### src/hdl/rnf_pkg.sv
// rnf_pkg: shared types, constants and helpers of the radix number formatter
// no dependencies; used by rnf_ctrl, rnf_dp and radix_number_formatter_unit
package rnf_pkg;

   localparam int MAX_DIGITS_DEFAULT = 10;
   localparam int FIELD_CAP          = 10;
   localparam int VALUE_WIDTH        = 32;
   localparam int FWIDTH_WIDTH       = 4;
   localparam int CHAR_WIDTH         = 7;
   localparam int DIGIT_WIDTH        = 4;

   // ceil(2^35 / 10): exact quotient by ten for any 32-bit value
   localparam logic [VALUE_WIDTH-1:0] RECIP_TEN  = 32'hCCCC_CCCD;
   localparam int                     RECIP_SHIFT = 35;

   localparam logic [CHAR_WIDTH-1:0] CHAR_SPACE  = 7'h20;
   localparam logic [CHAR_WIDTH-1:0] CHAR_ZERO   = 7'h30;
   localparam logic [CHAR_WIDTH-1:0] CHAR_LETTER = 7'h57;

   typedef struct packed {
      logic load;
      logic extract;
      logic setup;
      logic emit;
   } rnf_cmd_type;

   typedef struct packed {
      logic ext_done;
      logic emit_done;
   } rnf_sts_type;

   function automatic logic [CHAR_WIDTH-1:0] digit_glyph(input logic [DIGIT_WIDTH-1:0] d);
      logic [CHAR_WIDTH-1:0] ext;
      ext = CHAR_WIDTH'(d);
      if (d < 4'd10) begin
         digit_glyph = CHAR_ZERO + ext;
      end else begin
         digit_glyph = CHAR_LETTER + ext;
      end
   endfunction

endpackage

### src/hdl/rnf_ctrl.sv
// rnf_ctrl: sequencing state machine of the radix number formatter
// depends on rnf_pkg; drives rnf_dp through command and status structs
module rnf_ctrl (
   input  logic                clock,
   input  logic                reset,
   input  logic                start,
   output logic                busy,
   output rnf_pkg::rnf_cmd_type cmd,
   input  rnf_pkg::rnf_sts_type sts
);

   localparam logic [1:0] ST_IDLE    = 2'd0;
   localparam logic [1:0] ST_EXTRACT = 2'd1;
   localparam logic [1:0] ST_SETUP   = 2'd2;
   localparam logic [1:0] ST_EMIT    = 2'd3;

   logic [1:0] state_ff;
   logic [1:0] state_in;

   always_comb begin
      state_in    = state_ff;
      cmd         = '0;
      unique case (state_ff)
         ST_IDLE: begin
            if (start) begin
               cmd.load = 1'b1;
               state_in = ST_EXTRACT;
            end
         end
         ST_EXTRACT: begin
            cmd.extract = 1'b1;
            if (sts.ext_done) begin
               state_in = ST_SETUP;
            end
         end
         ST_SETUP: begin
            cmd.setup = 1'b1;
            state_in  = ST_EMIT;
         end
         ST_EMIT: begin
            cmd.emit = 1'b1;
            if (sts.emit_done) begin
               state_in = ST_IDLE;
            end
         end
         default: begin
            state_in = ST_IDLE;
         end
      endcase
   end

   assign busy = (state_ff != ST_IDLE);

   always_ff @(posedge clock) begin
      if (reset) begin
         state_ff <= ST_IDLE;
      end else begin
         state_ff <= state_in;
      end
   end

endmodule

### config.mk
export PLATFORM = sky130hd
export DESIGN_NAME = rnf_ctrl
export DESIGN_NICKNAME = d
export VERILOG_FILES = /design/src/hdl/rnf_pkg.sv /design/src/hdl/rnf_ctrl.sv
export SDC_FILE = /design/constraint.sdc
export NUM_CORES = 1
export LEC_CHECK = 0
export BUFFER_PORTS_ARGS = -buffer_cell sky130_fd_sc_hd__buf_2
export CAP_MARGIN = 20
export CORE_AREA = 10 10 47 49
export CTS_BUF_LIST = sky130_fd_sc_hd__clkbuf_8
export CTS_CLUSTER_DIAMETER = 80
export DETAILED_ROUTE_END_ITERATION = 16
export DIE_AREA = 0 0 57 59
export GPL_TIMING_DRIVEN = 0
export SKIP_LAST_GASP = 1
export SLEW_MARGIN = 30
export SYNTH_ARGS = -nofsm -noshare
export SYNTH_HDL_FRONTEND = slang
export SYNTH_SLANG_ARGS = --single-unit
### constraint.sdc
create_clock -name clock -period 3.6 [get_ports clock]
set_input_delay 0.72 -clock clock [delete_from_list [all_inputs] [get_ports clock]]
set_output_delay 0.72 -clock clock [all_outputs]
set_load 0.01 [all_outputs]
## After elaboration in Yosys (flattened, before gate mapping)

Cells that the tools add are included.

- Equality and inequality tests: 6
- Muxes and demuxes: 9
- Reduce and logical (&&, ||, !) cells: 3

Operators with widths:

| operator | number |
|---|---|
| $pmux 2 s4 | 1 |
| $mux 2 | 3 |
| $ne 2x2->1 const B | 3 |
| $mux 1 | 5 |
| $eq 2x2->1 const B | 2 |
| $reduce_and 3->1 | 1 |
| $eq 2x1->1 const B | 1 |
| $logic_not 2->1 | 1 |
| $reduce_bool 2->1 | 1 |

- Flip-flop bits (word level): 2
- Output and inout bits: 5
- Word-level logic and storage cells: 19
- Input port bits: 5

## Longest topological paths before layout

- Depth in word-level cells: 3
- Depth in mapped cells: 5
- Gate-level depth less buffers: 5

## Least setup slack after synthesis

Ideal clock, no wire load.

- Path kind: input -> output
- Start: in start
- End: out cmd[3] in the netlist's numbering
- Cell stages on the path: 1
- Path buffers: 0
- Arrival: 866 ps
- Setup slack: 2014 ps
- Required time: 2880 ps
- Cell sequence: and2_1

- Longest elaborated chain between the ends: 2

RTL lines:

| item | line | RTL |
|---|---|---|
| start: declaration | rnf_ctrl.sv:6 | `input logic start,` |
| $mux 1 | rnf_ctrl.sv:25 | `if (start) begin` |
| $mux 1 | rnf_ctrl.sv:23 | `unique case (state_ff)` |
| end: declaration | rnf_ctrl.sv:8 | `output rnf_pkg::rnf_cmd_type cmd,` |

Every way passes these cells.

==> reports/metrics.yaml <==
drive_gt1_share_pct: 36.36
crit_family: "flip-flops"
max_cap_violations: 0
critical_path_class: "register to output port"
crit_fanout: 4
power_density_nw_per_um2: 817.7
routedWlPerCell_um: 9.510
placementRows: 14
p_leak_nw: 0.1548
grt-ovfl-total: 0
ys_ff_latch: 2
ys_types: 11
slowest_delay_ns: 0.37
dr.pass1.iters: 2
synth_area_leader_cell: "ha_1"
dp_worst_setup_slack_ns: 1.803
crit_arrival_ns: 1.16
grt_pass1_wl_um: 779
status: "finished, final reports clean"
num_antenna_cells: 0
grt_usage_pct: 3.500
root_buffer: "clkbuf_8"
p_total_uw: 241.5
synth_area_leaders: "ha_1, dfxtp_1, nor2b_1"
fin_skew_ns: 0.003359
drt-total-wl_um: 466
required_ns: 2.88
start_util_pct: 13.48
hold_path.class: "register to register"
area_growth_pct: 56.29
finalSetupTns_ns: 0
layout_min_cycle_time_ns: 1.877
rsz0062_at_grt: "no"
place_inst: 46
place_congestion: 0.6406
nNetsFinal: 45
yosys_warnings: 0
fmax_mhz: 532.6
pin_count: 10
num_vias: 176
clock-sinks: 2
clk_latency_ns: 0.21
cts_buffers: 3
clkTransAtPathRegs_ns: 0.03
avgSynthCellArea_sq_um: 8.997
cts_tree: "built"
htree_levels: 1
largest_register_ffs: 2
crit_buf_inv: 2
grtUsageMet1_pct: 2.969
post_cts.repair.setup_buffers: 0
top_regs: "state_ff x2"
cp-start-kind: "register"
syn_area_sq_um: 188.9
hold_buffers: 0
setup_viol: 0
hold_viol: 0
clockBufferDepth: 2
worstMarginPinSlew_ns: 0.3319
grtUsageMet3_pct: 4.077
core-area_sq_um: 1401
cts.repair.resized: 0
seq_area_frac_synth_pct: 21.19
ant_nets: 0
drt_iter0_drc: 1
vias_per_cell: 3.592
endpoint_kind: "output port"
grtUsageMet2_pct: 3.411
maxSlewViolCount: 0
fin_util_pct: 21.07
io_buffers: 9
top_register: "state_ff"
fin_cells: 49
crit_slowest_cell: "dfxtp_1"
setup_ws_ns: 1.723
top_usage_layer: "met4"
syn-instance-count: 21
path_cells: "inv_1, ha_1, and2_1, buf_2"
dieArea_sq_um: 3363
remaining_drc_errors: 0
fill_cells: 166
synthesis.nets: 31
die_h_um: 59
grt_max_degree: 5
die_x_um: 57
synth_top_area_share_pct: 33.11
fin_crit_sh_pct: 52.15
vdd_drop_max_uv: 198.5
antenna_found_initial: 0
slew_headroom_pct: 77.70
grt_pass1_vias: 167
-- final cells by class --
cell class	count	area, sq um	share of cell area, %
multi-input combinational	16	137.6	46.61
inverter	3	11.26	3.814
tap	16	20.02	6.780
timing repair buffer	9	45.04	15.25
sequential	2	40.04	13.56
clock buffer	3	41.29	13.98
-- placed cells by master, fill, tap and decap left out --
master | netlist | final
ha_1 | 5 | 5
o21bai_1 | 1 | 1
inv_1 | 3 | 3
dfxtp_1 | 2 | 2
clkbuf_8 | 0 | 3
o31ai_1 | 1 | 1
nor3_1 | 1 | 1
mux2i_1 | 1 | 1
buf_2 | 0 | 9
nor2b_1 | 3 | 3
nand2b_1 | 2 | 2
and2_1 | 1 | 1
or4_1 | 1 | 1
-- routing by layer --
metal	up-vias	wire [um]	share of wire, %
li1	93	-	-
met1	69	190	41
met2	10	163	35
met3	4	85	18
met4	0	27	5.8
met5	-	0	0
-- synth_stat cells --
cell type / instances
o21bai_1: 1
and2_1: 1
mux2i_1: 1
nor3_1: 1
o31ai_1: 1
or4_1: 1
nor2b_1: 3
ha_1: 5
inv_1: 3
dfxtp_1: 2
nand2b_1: 2
-- metrics by stage --
stage	instance area [sq um]	hold slack, ns
finish	295.3	0.5165
floorplan	188.9	0.4807
detailed placement	254.0	0.5177
global route	295.3	0.5426
global placement	254.0	0.5127
CTS	295.3	0.5238
-- worst reg2reg max path, cell delays in order, from the launching register on --
cell	delay (ns)
dfxtp_1	0.37
inv_1	0.10
ha_1	0.20
nor2b_1	0.14
or4_1	0.49
o31ai_1	0.08
-- cell families (layout without fill, tap and decap cells) --
| logic type | Yosys count | count (layout) | synth area share, % |
|---|---|---|---|
| AND/OR/NAND/NOR | 8 | 8 | 26.49 |
| adder cells (fa/ha/maj) | 5 | 5 | 33.11 |
| buffers and inverters | 3 | 15 | 5.960 |
| AO/OA/AOI/OAI | 2 | 2 | 7.950 |
| flip-flops | 2 | 2 | 21.19 |
| multiplexers | 1 | 1 | 5.298 |
-- final timing paths --
check | start | to | slack [ns] | depth (start not counted)
max | state_ff[1] | cmd[3] | 1.72 | 4
min | state_ff[1] | state_ff[1] | 0.52 | 2
max reg2reg | state_ff[1] | state_ff[0] | 2.12 | 5
min reg2reg | state_ff[1] | state_ff[1] | 0.52 | 2
-- power breakdown --
part	switching (mW)	total, mW	internal [mW]
combinational	0.0601	0.113	0.0525
sequential	0.00886	0.0414	0.0325
clock	0.0168	0.0875	0.0706
Power figures use the tool's default switching activity.
